## src/design/mcmq_pkg.sv

```systemverilog
// shared constants, types and helpers for the multi-core mailbox queues
package mcmq_pkg;

  localparam int CORE_COUNT = 4;
  localparam int RING_DEPTH = 256;
  localparam int MASK_W     = 4;
  localparam int CORE_W     = (CORE_COUNT > 1) ? $clog2(CORE_COUNT) : 1;
  localparam int RING_W     = $clog2(RING_DEPTH);
  localparam int SLOTS      = CORE_COUNT * RING_DEPTH;
  localparam int SLOT_W     = $clog2(SLOTS);

  localparam logic [MASK_W-1:0] MASK_RESET    = '1;
  localparam logic [2:0]        TYPE_SHUTDOWN = 3'd6;
  localparam logic              KIND_SEND     = 1'b0;
  localparam logic              KIND_RECV     = 1'b1;

  typedef enum logic [2:0] {
    ST_OK       = 3'd0,
    ST_FULL     = 3'd1,
    ST_BAD      = 3'd2,
    ST_EMPTY    = 3'd3,
    ST_SHUTDOWN = 3'd4
  } status_t;

  typedef enum logic [2:0] {
    S_IDLE,
    S_EXEC,
    S_READ,
    S_ACC,
    S_DONE
  } state_t;

  typedef struct packed {
    logic        kind;
    logic [1:0]  source_core;
    logic [2:0]  target_core;
    logic [2:0]  message_type;
    logic [63:0] payload_word;
    logic [1:0]  receiving_core;
    logic [47:0] now_time;
  } item_t;

  typedef struct packed {
    logic [1:0]  src;
    logic [1:0]  dst;
    logic [2:0]  typ;
    logic [31:0] seq;
    logic [63:0] payload;
    logic [47:0] stamp;
  } msg_t;

  localparam int MSG_W = $bits(msg_t);

  typedef struct packed {
    status_t     status;
    logic [1:0]  src;
    logic [1:0]  dst;
    logic [2:0]  typ;
    logic [31:0] seq;
    logic [63:0] payload;
    logic [47:0] stamp;
    logic [31:0] sent_total;
    logic [31:0] received_total;
    logic [63:0] latency_total;
  } result_t;

  typedef struct packed {
    logic              we;
    logic              re;
    logic [SLOT_W-1:0] addr;
    msg_t              wdata;
  } ram_req_t;

  function automatic logic [RING_W-1:0] ring_next(input logic [RING_W-1:0] i);
    logic [RING_W-1:0] r;
    if (i == RING_W'(RING_DEPTH - 1)) r = '0;
    else r = i + RING_W'(1);
    return r;
  endfunction

  function automatic logic [SLOT_W-1:0] slot_addr(input logic [CORE_W-1:0] c,
                                                  input logic [RING_W-1:0] i);
    return SLOT_W'(SLOT_W'(c) * SLOT_W'(RING_DEPTH)) + SLOT_W'(i);
  endfunction

endpackage

```

## src/design/mcmq_ctrl.sv

```systemverilog
// item sequencer with per-core ring pointers, counters and latency sums
module mcmq_ctrl import mcmq_pkg::*; (
  input  logic              clk,
  input  logic              rst_n,
  input  logic              in_valid,
  output logic              in_ready,
  input  item_t             item,
  input  logic [MASK_W-1:0] mask,
  output logic              res_valid,
  input  logic              res_ready,
  output result_t           res,
  output ram_req_t          ram_req,
  input  msg_t              ram_rdata
);

  state_t  state_r, state_nxt;
  item_t   item_r, item_nxt;
  result_t res_r, res_nxt;
  logic [47:0] delta_r, delta_nxt;

  logic [RING_W-1:0] head_r [CORE_COUNT];
  logic [RING_W-1:0] tail_r [CORE_COUNT];
  logic [31:0]       sent_r [CORE_COUNT];
  logic [31:0]       recv_r [CORE_COUNT];
  logic [63:0]       lat_r  [CORE_COUNT];

  logic              head_we, tail_we, sent_we, recv_we, lat_we;
  logic [RING_W-1:0] head_nxt, tail_nxt;
  logic [31:0]       sent_nxt, recv_nxt;
  logic [63:0]       lat_nxt;

  logic              is_recv, bad, running, empty, full, recv_hit;
  logic [CORE_W-1:0] csel, ssel;
  logic [RING_W-1:0] head_c, tail_c, tail_inc;

  assign is_recv  = (item_r.kind == KIND_RECV);
  assign csel     = is_recv ? CORE_W'(item_r.receiving_core) : CORE_W'(item_r.target_core);
  assign ssel     = CORE_W'(item_r.source_core);
  assign bad      = is_recv ? (32'(item_r.receiving_core) >= CORE_COUNT)
                            : ((32'(item_r.target_core) >= CORE_COUNT) ||
                               (32'(item_r.source_core) >= CORE_COUNT));
  assign running  = (32'(csel) >= MASK_W) || (|(mask & (MASK_W'(1) << csel)));
  assign head_c   = head_r[csel];
  assign tail_c   = tail_r[csel];
  assign tail_inc = ring_next(tail_c);
  assign empty    = (head_c == tail_c);
  assign full     = (tail_inc == head_c);
  assign recv_hit = is_recv && !bad && running && !empty;

  // next state
  always_comb begin
    state_nxt = state_r;
    case (state_r)
      S_IDLE: if (in_valid) state_nxt = S_EXEC;
      S_EXEC: state_nxt = recv_hit ? S_READ : S_DONE;
      S_READ: state_nxt = S_ACC;
      S_ACC:  state_nxt = S_DONE;
      S_DONE: if (res_ready) state_nxt = S_IDLE;
      default: state_nxt = S_IDLE;
    endcase
  end

  // outputs and datapath updates
  always_comb begin
    in_ready  = 1'b0;
    res_valid = 1'b0;
    item_nxt  = item_r;
    res_nxt   = res_r;
    delta_nxt = delta_r;
    ram_req   = '0;
    head_we   = 1'b0;
    tail_we   = 1'b0;
    sent_we   = 1'b0;
    recv_we   = 1'b0;
    lat_we    = 1'b0;
    head_nxt  = ring_next(head_c);
    tail_nxt  = tail_inc;
    sent_nxt  = sent_r[ssel] + 32'd1;
    recv_nxt  = recv_r[csel] + 32'd1;
    lat_nxt   = lat_r[csel] + 64'(delta_r);
    case (state_r)
      S_IDLE: begin
        in_ready = 1'b1;
        if (in_valid) item_nxt = item;
      end
      S_EXEC: begin
        res_nxt = '0;
        res_nxt.status = ST_OK;
        if (bad) begin
          res_nxt.status = ST_BAD;
        end else if (!is_recv) begin
          if (full) begin
            res_nxt.status     = ST_FULL;
            res_nxt.sent_total = sent_r[ssel];
          end else begin
            ram_req.we            = 1'b1;
            ram_req.addr          = slot_addr(csel, tail_c);
            ram_req.wdata.src     = item_r.source_core;
            ram_req.wdata.dst     = item_r.target_core[1:0];
            ram_req.wdata.typ     = item_r.message_type;
            ram_req.wdata.seq     = sent_r[ssel];
            ram_req.wdata.payload = item_r.payload_word;
            ram_req.wdata.stamp   = item_r.now_time;
            tail_we               = 1'b1;
            sent_we               = 1'b1;
            res_nxt.sent_total    = sent_nxt;
          end
        end else begin
          res_nxt.received_total = recv_r[csel];
          res_nxt.latency_total  = lat_r[csel];
          if (!running) begin
            res_nxt.status = ST_SHUTDOWN;
            res_nxt.typ    = TYPE_SHUTDOWN;
          end else if (empty) begin
            res_nxt.status = ST_EMPTY;
          end else begin
            ram_req.re     = 1'b1;
            ram_req.addr   = slot_addr(csel, head_c);
            head_we        = 1'b1;
            recv_we        = 1'b1;
          end
        end
      end
      S_READ: begin
        res_nxt.src     = ram_rdata.src;
        res_nxt.dst     = ram_rdata.dst;
        res_nxt.typ     = ram_rdata.typ;
        res_nxt.seq     = ram_rdata.seq;
        res_nxt.payload = ram_rdata.payload;
        res_nxt.stamp   = ram_rdata.stamp;
        delta_nxt = (item_r.now_time > ram_rdata.stamp) ?
                    (item_r.now_time - ram_rdata.stamp) : 48'd0;
      end
      S_ACC: begin
        lat_we                 = 1'b1;
        res_nxt.received_total = recv_r[csel];
        res_nxt.latency_total  = lat_nxt;
      end
      S_DONE: begin
        res_valid = 1'b1;
      end
      default: ;
    endcase
  end

  assign res = res_r;

  always_ff @(posedge clk) begin
    if (!rst_n) begin
      state_r <= S_IDLE;
      for (int c = 0; c < CORE_COUNT; c++) begin
        head_r[c] <= '0;
        tail_r[c] <= '0;
        sent_r[c] <= '0;
        recv_r[c] <= '0;
        lat_r[c]  <= '0;
      end
    end else begin
      state_r <= state_nxt;
      if (head_we) head_r[csel] <= head_nxt;
      if (tail_we) tail_r[csel] <= tail_nxt;
      if (sent_we) sent_r[ssel] <= sent_nxt;
      if (recv_we) recv_r[csel] <= recv_nxt;
      if (lat_we)  lat_r[csel]  <= lat_nxt;
    end
  end

  always_ff @(posedge clk) begin
    item_r  <= item_nxt;
    res_r   <= res_nxt;
    delta_r <= delta_nxt;
  end

  a_no_rw_overlap: assert property (@(posedge clk) disable iff (!rst_n)
    !(ram_req.we && ram_req.re))
    else $error("ram read and write in the same cycle");

  a_write_not_full: assert property (@(posedge clk) disable iff (!rst_n)
    ram_req.we |-> (tail_inc != head_c) && !is_recv)
    else $error("message written into a full ring");

  a_read_not_empty: assert property (@(posedge clk) disable iff (!rst_n)
    ram_req.re |-> (head_c != tail_c) && running)
    else $error("message read from an empty or stopped ring");

  a_read_follows_exec: assert property (@(posedge clk) disable iff (!rst_n)
    state_r == S_READ |-> $past(state_r) == S_EXEC && $past(ram_req.re))
    else $error("read data used without a read");

  a_accept_exec: assert property (@(posedge clk) disable iff (!rst_n)
    in_valid && in_ready |=> state_r == S_EXEC)
    else $error("transfer not followed by execution");

endmodule

```

## config.mk

```make
export PLATFORM = sky130hd
export DESIGN_NAME = mcmq_ctrl
export DESIGN_NICKNAME = d
export VERILOG_FILES = /design/src/design/mcmq_pkg.sv /design/src/design/mcmq_ctrl.sv
export SDC_FILE = /design/constraint.sdc
export NUM_CORES = 2
export LEC_CHECK = 0
export BUFFER_PORTS_ARGS = -buffer_cell sky130_fd_sc_hd__buf_2
export CAP_MARGIN = 20
export CORE_ASPECT_RATIO = 1.25
export CORE_MARGIN = 10
export CORE_UTILIZATION = 40
export DETAILED_ROUTE_END_ITERATION = 7
export SYNTH_ARGS = -nofsm -noshare
export SYNTH_HDL_FRONTEND = slang
export SYNTH_SLANG_ARGS = --single-unit
```

## constraint.sdc

```tcl
create_clock -name clk -period 24 [get_ports clk]
set_clock_uncertainty 0.1 [all_clocks]
set_input_delay 3.6 -clock clk [delete_from_list [all_inputs] [get_ports clk]]
set_output_delay 3.6 -clock clk [all_outputs]
set_load 0.1 [all_outputs]
```

==> results.sh <==
export IMPL_r2r_setup_slack_ps=16550
export IMPL_fin_crit_ps=11420
export IMPL_postCtsSetupBuffers=0
export IMPL_power_mw=4.744
export IMPL_highest_layer="met5"
export IMPL_pwr_density_cell_nw_per_um2=80.55
export IMPL_tightest_slew_ps=1125
export IMPL_startpoint_type="flip-flop"
export IMPL_final_layout_size_suffix_gt1_share_pct=24.08
export IMPL_ios=729
export IMPL_worst_setup_path_type="reg -> out"
export IMPL_clk_pin_slew_ps=60
export IMPL_ys_top_cells_by_area="edfxtp_1 (61%), mux4_2 (6.1%), nor2_1 (4.3%), and2_1 (3.9%), ha_1 (2.5%)"
export IMPL_viasPerCell=5.618
export IMPL_synth_top_area_share_pct=61.48
export IMPL_final_core_util_pct=47.18
export IMPL_synth_async_reset_ratio_pct=0
export IMPL_grt_overflow=0
export IMPL_path_buf_inv=5
export IMPL_grt_pass1_wl_um=263800
export IMPL_status="completed"
export IMPL_avgSynthCellArea_um2=12.67
export IMPL_crit_fanout=98
export IMPL_routabilityCongestion=0.9332
export IMPL_numPortBuffers=728
export IMPL_nNetsFinal=5013
export IMPL_synth_cell_types=80
export IMPL_post_dp_hpwl_um=138500
export IMPL_dr_wl_met3_um=14140
export IMPL_clockRootBuffer="clkbuf_16"
export IMPL_wl_um=186400
export IMPL_required_ps=20300
export IMPL_grt_pass1_vias=35568
export IMPL_maxCapViolations=0
export IMPL_initial_core_util_pct=40.27
export IMPL_maxSlewHeadroom_pct=24.02
export IMPL_cp_arrival_ps=7720
export IMPL_final_common_cell="edfxtp_1"
export IMPL_synthFlopType="edfxtp_1"
export IMPL_grt_total_usage_pct=26.03
export IMPL_cpMostUsedCell="buf_4"
export IMPL_cts_buffers=106
export IMPL_die_x_um=337.1
export IMPL_synth_top_cell_by_area="edfxtp_1"
export IMPL_leakage_nw=23.06
export IMPL_synthesis_nets=4352
export IMPL_crit_chain="mux2i_4, mux2i_1, mux2i_2, ha_1, nand3_1, nor2_1, a311oi_2, nand4_2, buf_4, o21ai_2, buf_4, inv_4, buf_4, and2_1, buf_2"
export IMPL_dr_total_vias=35704
export IMPL_final_hold_viol_count=0
export IMPL_finalCritPeriodShare_pct=47.58
export IMPL_areaGrowthSynthToFinish_pct=17.17
export IMPL_synth_edff_count=1029
export IMPL_irDropWorstVdd_mv=0.07569
export IMPL_syn_inst=3967
export IMPL_clkLatencyLatePin_ps=760
export IMPL_yosysSeqAreaShare_pct=61.68
export IMPL_syn_cell_area_um2=50260
export IMPL_cts_max_path_buffers=3
export IMPL_rsz0062_at_grt="no"
export IMPL_cts_tree="built"
export IMPL_final_cell_mix="edfxtp_1 (1,029), buf_2 (728), nor2_1 (569), and2_1 (314), nand2_1 (225)"
export IMPL_die_area_um2=140300
export IMPL_antenna_found_initial=75
export IMPL_dr_wl_met2_um=90800
export IMPL_cp_end_kind="primary output"
export IMPL_finalSetupViolations=0
export IMPL_grt_max_degree=102
export IMPL_max_stage_delay_ps=1030
export IMPL_crit_family="buffers and inverters"
export IMPL_tns_ps=0
export IMPL_final_max_slew_viol_count=0
export IMPL_wl_per_cell_um=29.33
export IMPL_hold_class="reg -> reg"
export IMPL_max_freq_mhz=87.57
export IMPL_synth_seq_cells=1034
export IMPL_postCtsHoldBufs=0
export IMPL_fp_coreArea_um2=124800
export IMPL_detail_route_first_pass_iterations=5
export IMPL_num_rows=145
export IMPL_drtIter0Drc=3689
export IMPL_ant_nets=0
export IMPL_htreeDepth=3
export IMPL_clock_sinks=1034
export IMPL_slowest_stage="edfxtp_1"
export IMPL_die_height_um=416.3
export IMPL_wl_met1_um=75850
export IMPL_synth_warnings=0
export IMPL_n_fill_cell=11536
export IMPL_remaining_drc_errors=0
export IMPL_postCtsResizedCells=0
==> path summary, 6_finish.rpt <==
path,from,to,cells past startpoint
setup / recovery,is_recv,ram_req[17],15
setup reg to reg,is_recv,res[54],16
hold reg to reg,state_r[2],state_r[0],1
hold / removal,state_r[2],state_r[0],1
==> cells by family (layout without fill, tap and decap cells) <==
| family | after synthesis | after routing | synth area share, % |
|---|---|---|---|
| AO/OA/AOI/OAI | 549 | 549 | 7.140 |
| XOR/XNOR | 174 | 174 | 3.032 |
| adder cells (fa/ha/maj) | 103 | 103 | 2.594 |
| buffers and inverters | 349 | 1099 | 3.094 |
| flip-flops | 1034 | 1034 | 61.68 |
| multiplexers | 198 | 198 | 7.403 |
| other | 0 | 21 | 0 |
| AND/OR/NAND/NOR | 1560 | 1560 | 15.06 |
==> cells in the mapped netlist (24+ instances only) <==
master and instances:
a21o_1 73, a21oi_1 126, and2_1 316, and3_1 24, buf_2 46, clkbuf_1 147, edfxtp_1 1029, ha_1 101
inv_1 117, mux2i_1 48, mux4_2 137, nand2_1 230, nand2b_1 38, nand3_1 65, nand4_1 44, nor2_1 570
nor2b_1 48, nor3_1 141, o21ai_0 141, xnor2_1 87, xor2_1 87
==> where the power goes <==
part / total (mW) / switching (mW) / internal (mW)
Sequential: 2.14 / 0.0476 / 2.09
Combinational: 0.964 / 0.720 / 0.244
Clock: 1.64 / 0.739 / 0.904
Total: 4.74 / 1.51 / 3.24
==> flip-flops by register name, summed over array words and instances (netlist names), named ones only <==
register  cells
delta_r      48
res         282
is_recv       1
head_r       32
ssel          2
recv_r      128
state_r       3
sent_r      128
lat_r       256
tail_r       32
item_r      120
==> per-layer routing <==
layer	track usage (%)	vias to the layer above
li1	-	15900
met1	34.04	17911
met2	43.86	1577
met3	4.822	304
met4	7.304	12
met5	0	-
==> stage by stage <==
step,area [um^2],hold slack [ps],setup slack [ps],std cells
after floorplan,50260,373.1,13720,3967
after global placement,55390,439.5,13600,6134
after detailed placement,55420,449.3,13460,6136
after CTS,58810,453.6,12610,6333
after global routing,58860,475.9,12130,6340
final,58890,460.8,12580,6355
==> area by class of cell <==
type | count | area [um^2] | share of cell area (%)
well taps | 1617 | 2023 | 3.435
flip-flops and latches | 1034 | 31000 | 52.64
multi-input cells | 2584 | 17850 | 30.31
inverters | 118 | 447.9 | 0.7606
repair buffers | 784 | 4120 | 6.996
clock inverters | 60 | 606.8 | 1.030
diodes | 21 | 52.55 | 0.08923
clock buffers | 137 | 2789 | 4.735
No activity file was read; power rests on OpenSTA's default activity.
