**config.mk**
```make
export PLATFORM = sky130hd
export DESIGN_NAME = mcmq_ram
export DESIGN_NICKNAME = d
export VERILOG_FILES = /design/src/design/mcmq_ram.sv
export SDC_FILE = /design/constraint.sdc
export NUM_CORES = 1
export LEC_CHECK = 0
export ABC_AREA = 1
export BUFFER_PORTS_ARGS = -buffer_cell sky130_fd_sc_hd__buf_2
export CAP_MARGIN = 20
export CORE_ASPECT_RATIO = 0.7
export CORE_UTILIZATION = 60
export DETAILED_ROUTE_END_ITERATION = 7
export GPL_ROUTABILITY_DRIVEN = 0
export PLACE_DENSITY_LB_ADDON = 0.08
export SYNTH_ARGS = -nofsm -noshare
export SYNTH_HDL_FRONTEND = slang
export SYNTH_SLANG_ARGS = --single-unit
```
**constraint.sdc**
```tcl
create_clock -name clk -period 2.2 [get_ports clk]
set_input_delay 0.22 -clock clk [delete_from_list [all_inputs] [get_ports clk]]
set_output_delay 0.22 -clock clk [all_outputs]
set_load 0.03 [all_outputs]
```
**src/design/mcmq_ram.sv**
```systemverilog
// generic single-clock ram with one write port and one registered read port
module mcmq_ram #(
  parameter int WIDTH = 8,
  parameter int DEPTH = 16
) (
  input  logic                     clk,
  input  logic                     we,
  input  logic [$clog2(DEPTH)-1:0] waddr,
  input  logic [WIDTH-1:0]         wdata,
  input  logic                     re,
  input  logic [$clog2(DEPTH)-1:0] raddr,
  output logic [WIDTH-1:0]         rdata
);

  logic [WIDTH-1:0] mem_r [DEPTH];
  logic [WIDTH-1:0] rdata_r;

  always_ff @(posedge clk) begin
    if (we) begin
      mem_r[waddr] <= wdata;
    end
    if (re) begin
      rdata_r <= mem_r[raddr];
    end
  end

  assign rdata = rdata_r;

endmodule

```
==> results of run 1 <==
## per-layer routing
layer / vias to the layer above / global-route usage, % / routed length [microns]
met5: - / 0 / 0
met4: 0 / 12.7 / 264
met2: 241 / 36.1 / 5120
li1: 1847 / - / -
met1: 1811 / 45.2 / 6010
met3: 27 / 9.71 / 1790
## cell type report
type                            count  share of cell area, %
Clock buffer                       19                   6.50
Clock inverter                     13                   2.67
Inverter                          102                   5.75
Multi-Input combinational cell    289                   18.2
Sequential cell                   136                   61.3
Tap cell                          124                   2.33
Timing Repair Buffer               36                   3.27
## where the power goes
part / total [mW] / switching, mW / internal, mW
clock: 2.93 / 1.04 / 1.89
combinational: 0.370 / 0.274 / 0.0959
sequential: 2.94 / 0.0160 / 2.92
total: 6.23 / 1.33 / 4.90
## final timing paths
path                                             start                     to  slack [ps]
worst min-delay path                                re     rdata[5]$_DFFE_PP_         160
worst min register to register  mem_r[10][0]$_DFFE_PP_     rdata[0]$_DFFE_PP_         770
worst max register to register  mem_r[12][3]$_DFFE_PP_     rdata[3]$_DFFE_PP_        1030
worst max-delay path                          waddr[3]  mem_r[4][6]$_DFFE_PP_         960
## through the flow
step	hold WS, ps	area (sq um)	setup WS [ps]	util, %
2_1_floorplan	319	5850	1030	-
3_3_place_gp	586	6050	603	65.4
3_5_place_dp	589	6050	563	65.4
4_1_cts	149	6660	971	72.0
5_1_grt	158	6660	937	72.0
6_report	163	6660	964	72.0
## registers in the layout, indices dropped and copies added (netlist names)
name,cells
mem_r,128
rdata,8
## critical path, cell delays in order
cell and delay (ps):
buf_2 120, nand3b_1 220, nor2_1 710
## cell usage in the layout, fill, tap and decap left out, types with 3 or more instances in the layout
cell type and n:
nor2_1 17, bufinv_16 4, inv_1 100, edfxtp_1 136, buf_4 9, clkinvlp_4 3, nand3_1 97, clkbuf_16 17
nand2_1 173, buf_2 26
## cells by family (layout without fill, tap and decap cells)
logic type             Yosys count  count (layout)
buffers and inverters          126             170
AND/OR/NAND/NOR                289             289
flip-flops                     136             136
==> results.tsv, run 1 <==
stage	metric	value	unit
run_status	outcome	completed	
cells_and_area	syn2layout_area_growth	14.0	%
synthesis	synth_area	5850	sq um
global_route	grt_max_degree	65	
worst_setup_path	r2r_cells	6	
drt	viasPerCell	5.46	
synthesis	syn_nets	570	
clocking	numCtsBuffers	17	
floorplan	die_h	84.6	microns
pwr	total_power	6.23	mW
sta	setup_viol	0	
sta	fin_tns_setup	0	ps
floorplan	initial_utilization	63.2	%
clocking	cts_root_buffer	clkbuf_16	
worst_setup_path	path_class	in2reg	
global_route	antenna_found_initial	0	
drt	dr.pass1.iters	5	
synthesis	synth-adder-area-share	0	%
place	placed_cells	687	
worst_setup_path	required	2240	ps
cells_and_area	regArea	4080	sq um
synthesis	synth_compound_area_share	0	%
cells_and_area	antenna_cells	0	
place	io_buffers	26	
clocking	tritoncts	done	
sta	max-slew-margin-rel	40.3	%
worst_setup_path	crit_path_start_kind	primary input	
synthesis	synth.most_common_cell	nand2_1	
synthesis	ys.flop_type	edfxtp_1	
cells_and_area	n_fill_cell	656	
sta	final.setup_skew	5.15	ps
drt	initialDrtViolationCount	432	
floorplan	core_area	9250	sq um
pwr	leakagePower	2.87	nW
cells_and_area	multi_input_comb_area	1210	sq um
floorplan	die_area	10100	sq um
drt	vias	3926	
clocking	clock_latency	420	ps
cells_and_area	fin_cells	719	
min_path	min_path_cells	1	
sta	fmax	809	MHz
synthesis	synth_common_cells	173 x nand2_1, 136 x edfxtp_1, 100 x inv_1	
global_route	grt_overflow	0	
clocking	postCtsSetupBuffers	0	
pwr	ir_drop	706	uV
synthesis	yosys_warnings	0	
drt	remaining_drc_errors	0	
sta	rsz0062_at_grt	no	
pwr	powerDensity	935	nW/um^2
sta	worstMarginPinSlew	892	ps
drt	antenna_left	0	
clocking	htree_num_levels	4	
drt	wl_per_cell	18.3	microns
global_route	grt_pass1_wl	20500	microns
synthesis	synth-seq-cells	136	
synthesis	synth_area_leaders	edfxtp_1 70%, nand2_1 11%, nand3_1 8.3%	
synthesis	yosys.area.top_type_share	69.8	%
clocking	cts_sinks	136	
worst_setup_path	critPathMaxFanout	8	
clocking	ctsLongestPathBuffers	2	
global_route	track_usage	28.9	%
synthesis	synthXorXnorAreaFrac	0	%
synthesis	synth_edf_count	136	
min_path	hold_class	in2reg	
floorplan	placementRows	29	
sta	slew_viol_final	0	
worst_setup_path	crit_path_end_kind	register	
floorplan	io_pins	27	
floorplan	die_w	120	microns
synthesis	muxShareOfSynthArea	0	%
synthesis	syn-instance-count	551	
global_route	grt_pass1_vias	3682	
sta	finalCritPeriodShare	56.2	%
drt	finalWirelength	13200	microns
synthesis	synthArstFlopShare	0	%
clocking	cts_hold_buf	0	
synthesis	avgSynthCellArea	10.6	sq um
synthesis	seq_area_frac_synth	69.8	%
sta	layout_min_cycle_time	1240	ps
cells_and_area	fin_nets	601	
clocking	clkTransAtPathRegs	60	ps
clocking	ctsResizeCount	0	
place	post-dp-hpwl	8230	microns
synthesis	synth_top_family_by_area	simple AND/OR/NAND/NOR gates	
synthesis	synth_largest_area_cell	edfxtp_1	
cells_and_area	drive_above_1_share	11.1	%
sta	hold_viol	0	
worst_setup_path	worstPathArrival	1280	ps
synthesis	synth-simple-area-share	20.8	%
synthesis	ys_types	11	
job	maxCapViolCount	0	
No activity file was read; power rests on OpenSTA's default activity.
==> run 2: changes to the inputs <==
==> constraint.sdc (replaced) <==
create_clock -name clk -period 1.15 [get_ports clk]
set_input_delay 0.115 -clock clk [delete_from_list [all_inputs] [get_ports clk]]
set_output_delay 0.115 -clock clk [all_outputs]
set_load 0.03 [all_outputs]
==> results.tsv, run 2 (synthesis gave the netlist of run 1 again) <==
stage	metric	value	unit	change
cells_and_area	fin_nets	620		was 601
worst_setup_path	cp_slowest_stage_delay	370	ps	was 710 ps
min_path	hold_class	in2reg		unchanged
run_status	outcome	completed		unchanged
place	post-dp-hpwl	8450	microns	was 8230 microns
sta	fin_hold_ws	89.7	ps	was 163 ps
sta	worstMarginPinSlew	704	ps	was 892 ps
pwr	powerDensity	1610	nW/um^2	was 935 nW/um^2
floorplan	core_area	9250	sq um	unchanged
cells_and_area	syn2layout_area_growth	18.0	%	was 14.0%
drt	initialDrtViolationCount	491		was 432
drt	antenna_left	0		unchanged
pwr	p_int	8.70	mW	was 4.90 mW
pwr	seqPwrFrac	50.7	%	was 47.1%
worst_setup_path	crit_path_start_kind	register		was primary input
clocking	clock_latency	410	ps	was 420 ps
global_route	grt_pass1_wl	20800	microns	was 20500 microns
floorplan	die_area	10100	sq um	unchanged
clocking	cts_hold_buf	0		unchanged
drt	viasPerCell	5.49		was 5.46
pwr	p_clk_share	41.9	%	was 46.9%
global_route	grt_max_degree	33		was 65
pwr	p_comb_share	7.4	%	was 5.9%
sta	layout_min_cycle_time	1150	ps	
drt	wl_per_cell	18.9	microns	was 18.3 microns
sta	fmax	871	MHz	
sta	rsz0062_at_grt	yes		was no
worst_setup_path	critPathMaxFanout	1		was 8
worst_setup_path	required	1300	ps	was 2240 ps
global_route	grt_overflow	0		unchanged
sta	setup_viol	0		unchanged
cells_and_area	layout_common_cells	170 x nand2_1, 136 x edfxtp_1, 100 x inv_1		was 173 x nand2_1, 136 x edfxtp_1, 100 x inv_1
clocking	clkTransAtPathRegs	50	ps	was 60 ps
sta	max-slew-margin-rel	53.0	%	was 40.3%
job	maxCapViolCount	0		unchanged
clocking	cts_root_buffer	clkbuf_16		unchanged
clocking	htree_num_levels	4		unchanged
global_route	track_usage	28.9	%	about the same
global_route	grt.busiest_layer	met1		unchanged
worst_setup_path	path_class	reg2reg		was in2reg
cells_and_area	drive_above_1_share	18.2	%	was 11.1%
floorplan	die_w	120	microns	unchanged
floorplan	die_h	84.6	microns	unchanged
pwr	leakagePower	3.01	nW	was 2.87 nW
clocking	cts_sinks	136		unchanged
worst_setup_path	crit_chain	inv_1 -> nand2_1 -> nand3_2 -> nand3_2 -> nand3_1 -> nand2_2		was buf_2 -> nand3b_1 -> nor2_1
pwr	total_power	11.1	mW	was 6.23 mW
cells_and_area	final_common_cell	nand2_1		unchanged
pwr	switchingPower	2.41	mW	was 1.33 mW
global_route	grt_pass1_vias	3780		was 3682
worst_setup_path	critical-path-slowest-cell	edfxtp_1		was nor2_1
sta	final.setup_skew	8.49	ps	was 5.15 ps
sta	slew_viol_final	0		unchanged
global_route	antenna_found_initial	0		unchanged
sta	hold_viol	0		unchanged
global_route	use_met2	40.6	%	was 36.1%
worst_setup_path	worst_path_most_repeated_cell	nand3_2		
drt	finalWirelength	13900	microns	was 13200 microns
place	placed_cells	706		was 687
pwr	switching_share	21.7	%	was 21.4%
cells_and_area	antenna_cells	0		unchanged
global_route	grt_use_met3	8.02	%	was 9.71%
clocking	postCtsSetupBuffers	0		unchanged
clocking	numCtsBuffers	17		unchanged
drt	vias	4028		was 3926
floorplan	initial_utilization	63.2	%	unchanged
drt	dr.pass1.iters	5		unchanged
clocking	ctsLongestPathBuffers	2		unchanged
drt	remaining_drc_errors	0		unchanged
worst_setup_path	crit_path_end_kind	register		unchanged
floorplan	io_pins	27		unchanged
cells_and_area	top_register	mem_r		unchanged
cells_and_area	fin_cells	734		was 719
worst_setup_path	worstPathArrival	1300	ps	was 1280 ps
pwr	ir_drop	1470	uV	was 706 uV
clocking	tritoncts	done		unchanged
sta	finalCritPeriodShare	99.9	%	
cells_and_area	largest_reg_flops	128		unchanged
global_route	met1_usage	44.6	%	was 45.2%
floorplan	placementRows	29		unchanged
place	io_buffers	26		unchanged
run 2: cell types whose count changed in the layout (fill, tap and decap cells not counted), moves of 2 or more:
cell / before / now
buf_12: 1 / 3
buf_2: 26 / 23
bufinv_16: 4 / 1
clkinvlp_4: 3 / 0
nand2_1: 173 / 170
clkinv_1: 2 / 6
buf_4: 9 / 26
nand3_1: 97 / 66
nand2_2: 0 / 3
buf_6: 0 / 3
nand3_2: 0 / 31
run 2: power groups by stage:
stage	clock network, mW	registers [mW]	logic (mW)
after floorplan	0	5.76	0.391
after global placement	0	5.72	0.733
after detailed placement	0	5.72	0.743
after CTS	4.71	5.63	0.756
after global routing	4.90	5.63	0.890
final	4.66	5.63	0.823
run 2: what timing repair did:
item	in CTS	in global routing
hold endpoints to repair	0	0
resized for setup	4	38
pin swaps	1	6
setup endpoints to repair	4	10
run 2: final timing paths:
kind | end | cells after the start | startpoint | slack (ps)
max | rdata[5]$_DFFE_PP_ | 6 | mem_r[7][5]$_DFFE_PP_ | 1
min | rdata[5]$_DFFE_PP_ | 1 | re | 90
max reg2reg | rdata[5]$_DFFE_PP_ | 6 | mem_r[7][5]$_DFFE_PP_ | 1
min reg2reg | rdata[0]$_DFFE_PP_ | 6 | mem_r[14][0]$_DFFE_PP_ | 750
run 2: layout make-up:
class                           count  area [sq um]
Inverter                          102           383
Timing Repair Buffer               55           404
Tap cell                          124           155
Clock inverter                      9          62.6
Fill cell                         627          2350
Multi-Input combinational cell    289          1380
Sequential cell                   136          4080
Clock buffer                       19           433
run 2: through the flow:
step,area [sq um],utilization [%],setup slack (ps),TNS (ps)
finish,6900,74.6,1.35,0
global route,6900,74.6,-22.0,-131
CTS,6730,72.8,-2.82,-2.82
detailed placement,6220,67.2,-272,-1420
global placement,6220,67.2,-228,-1200
floorplan,5850,-,84.2,0
run 2: layer usage:
| layer | wire [microns] | vias to the layer above |
|---|---|---|
| li1 | - | 1877 |
| met2 | 6120 | 240 |
| met3 | 1560 | 13 |
| met4 | 150 | 0 |
| met1 | 6040 | 1898 |
| met5 | 0 | - |
run 2: worst max-delay path, delay by kind of cell, from the launching register on:
kind	cells	cell delay, ps
AND/OR/NAND/NOR	5	470
flip-flops	1	370
buffers and inverters	1	70
==> run 3: changes to the inputs <==
--- a/config.mk
+++ b/config.mk
@@ -12,7 +12,7 @@
 export CORE_UTILIZATION = 60
 export DETAILED_ROUTE_END_ITERATION = 7
 export GPL_ROUTABILITY_DRIVEN = 0
-export PLACE_DENSITY_LB_ADDON = 0.08
+export PLACE_DENSITY = 0.86
 export SYNTH_ARGS = -nofsm -noshare
 export SYNTH_HDL_FRONTEND = slang
 export SYNTH_SLANG_ARGS = --single-unit
==> results.tsv, run 3 (synthesis gave the netlist of run 1 again) <==
stage	metric	value	unit	change
floorplan	io_pins	27		unchanged
drt	dr.pass1.iters	6		was 5
worst_setup_path	cp_slowest_stage_delay	470	ps	was 370 ps
worst_setup_path	r2r_end	rdata[2]$_DFFE_PP_		was rdata[5]$_DFFE_PP_
clocking	numCtsBuffers	17		unchanged
sta	setup_viol	2		was 0
run_status	violations	setup timing		
clocking	cts_sinks	136		unchanged
cells_and_area	largest_reg_flops	128		unchanged
cells_and_area	regArea	4080	sq um	unchanged
cells_and_area	multi_input_comb_area	1320	sq um	was 1380 sq um
worst_setup_path	worstPathArrival	1070	ps	was 1300 ps
sta	fin_ws	-37.3	ps	was 1.35 ps
worst_setup_path	critPathMaxFanout	1		unchanged
place	post-dp-hpwl	7990	microns	was 8450 microns
sta	worstMarginPinSlew	622	ps	was 704 ps
clocking	clkTransAtPathRegs	50	ps	about the same
worst_setup_path	crit_family	flip-flops		was simple AND/OR/NAND/NOR gates
sta	hold_viol	0		unchanged
worst_setup_path	r2r-start	mem_r[1][2]$_DFFE_PP_		was mem_r[7][5]$_DFFE_PP_
sta	rsz0062_at_grt	yes		unchanged
sta	layout_min_cycle_time	1190	ps	was 1150 ps
pwr	total_power	10.9	mW	was 11.1 mW
worst_setup_path	critPathCapture	rdata[6]		was rdata[5]$_DFFE_PP_
clocking	clock_latency	410	ps	about the same
place	io_buffers	26		unchanged
cells_and_area	antenna_cells	0		unchanged
clocking	cts_root_buffer	clkbuf_16		unchanged
clocking	htree_num_levels	4		unchanged
cells_and_area	final_common_cell	nand2_1		unchanged
worst_setup_path	startpoint	rdata[6]$_DFFE_PP_		was mem_r[7][5]$_DFFE_PP_
cells_and_area	syn2layout_area_growth	16.6	%	was 18.0%
pwr	leakagePower	2.97	nW	was 3.01 nW
worst_setup_path	required	1030	ps	was 1300 ps
global_route	grt.busiest_layer	met2		was met1
global_route	met1_usage	38.2	%	was 44.6%
clocking	tritoncts	done		unchanged
global_route	antenna_found_initial	0		unchanged
worst_setup_path	crit_path_end_kind	output pin		was register
min_path	hold_class	in2reg		unchanged
global_route	grt_overflow	0		unchanged
global_route	use_met2	39.0	%	was 40.6%
drt	initialDrtViolationCount	487		was 491
drt	antenna_left	0		unchanged
worst_setup_path	worst-path-buf-inv	1		unchanged
place	placed_cells	703		was 706
global_route	track_usage	27.1	%	was 28.9%
drt	vias	4032		was 4028
worst_setup_path	r2r_slack	30	ps	was 1 ps
clocking	ctsLongestPathBuffers	2		unchanged
cells_and_area	layout_common_cells	172 x nand2_1, 136 x edfxtp_1, 100 x inv_1		was 170 x nand2_1, 136 x edfxtp_1, 100 x inv_1
run_status	outcome	finished with violations		was completed
floorplan	placementRows	29		unchanged
drt	viasPerCell	5.50		was 5.49
worst_setup_path	crit_cells	1		was 6
floorplan	die_h	84.6	microns	unchanged
worst_setup_path	crit_chain	buf_6		was inv_1 -> nand2_1 -> nand3_2 -> nand3_2 -> nand3_1 -> nand2_2
cells_and_area	n_fill_cell	600		was 627
cells_and_area	drive_above_1_share	15.6	%	was 18.2%
pwr	powerDensity	1590	nW/um^2	was 1610 nW/um^2
global_route	grt_use_met3	9.24	%	was 8.02%
cells_and_area	top_register	mem_r		unchanged
floorplan	die_area	10100	sq um	unchanged
floorplan	core_area	9250	sq um	unchanged
pwr	ir_drop	1260	uV	was 1470 uV
sta	final.setup_skew	4.88	ps	was 8.49 ps
floorplan	initial_utilization	63.2	%	unchanged
cells_and_area	fin_nets	617		was 620
job	maxCapViolCount	0		unchanged
sta	fin_tns_setup	-53.1	ps	was 0 ps
cells_and_area	fin_util	73.7	%	was 74.6%
sta	finalCritPeriodShare	103	%	was 99.9%
drt	finalWirelength	12700	microns	was 13900 microns
global_route	grt_pass1_wl	19600	microns	was 20800 microns
floorplan	die_w	120	microns	unchanged
drt	remaining_drc_errors	0		unchanged
sta	fmax	842	MHz	was 871 MHz
sta	slew_viol_final	0		unchanged
global_route	grt_pass1_vias	3768		was 3780
global_route	grt_max_degree	65		was 33
worst_setup_path	critical-path-slowest-cell	edfxtp_1		unchanged
drt	wl_per_cell	17.3	microns	was 18.9 microns
worst_setup_path	crit_path_start_kind	register		unchanged
sta	max-slew-margin-rel	58.4	%	was 53.0%
cells_and_area	fin_cells	733		was 734
worst_setup_path	r2r_cells	6		unchanged
worst_setup_path	path_class	reg2out		was reg2reg
[run 3: worst min path at each step]
stage               cells after the start     start                     to
floorplan                               0  wdata[0]  mem_r[0][0]$_DFFE_PP_
global placement                        1        re     rdata[1]$_DFFE_PP_
detailed placement                      1        re     rdata[1]$_DFFE_PP_
CTS                                     1        re     rdata[1]$_DFFE_PP_
global route                            1        re     rdata[1]$_DFFE_PP_
finish                                  1        re     rdata[0]$_DFFE_PP_
[run 3: what timing repair did]
action	in CTS	in global routing
gates resized for setup	8	26
pin swaps	0	3
setup buffers	0	0
hold buffers	0	0
setup endpoints to repair	5	14
[run 3: metal layers]
metal	wire, microns	vias to the layer above
met5	0	-
li1	-	1874
met1	5200	1900
met3	1350	33
met2	5870	225
met4	235	0
[run 3: where the power goes]
| group | internal [mW] | leakage [nW] | switching (mW) |
|---|---|---|---|
| clock | 2.67 | 0.235 | 1.77 |
| sequential | 5.59 | 1.24 | 0.0444 |
| combinational | 0.245 | 1.50 | 0.545 |
| total | 8.51 | 2.97 | 2.36 |
[run 3: layout make-up]
type	instances	share of cell area, %
clock buffers	22	6.52
repair buffers	52	5.87
flip-flops and latches	136	59.9
clock inverters	8	0.496
well taps	124	2.28
multi-input cells	289	19.3
inverters	102	5.62
[run 3: worst register-to-register path: cells and delay by family (launching register included)]
family,cells,cell delay (ps)
flops,1,370
simple gates,5,440
buf+inv,1,70
[run 3: stage by stage]
step / setup slack [ps] / hold WS [ps] / instance area (sq um)
detailed placement: -200 / 492 / 6200
CTS: -19.4 / 59.8 / 6700
global route: -58.4 / 60.7 / 6820
global placement: -141 / 488 / 6200
finish: -37.3 / 81.6 / 6820
floorplan: 84.2 / 214 / 5850
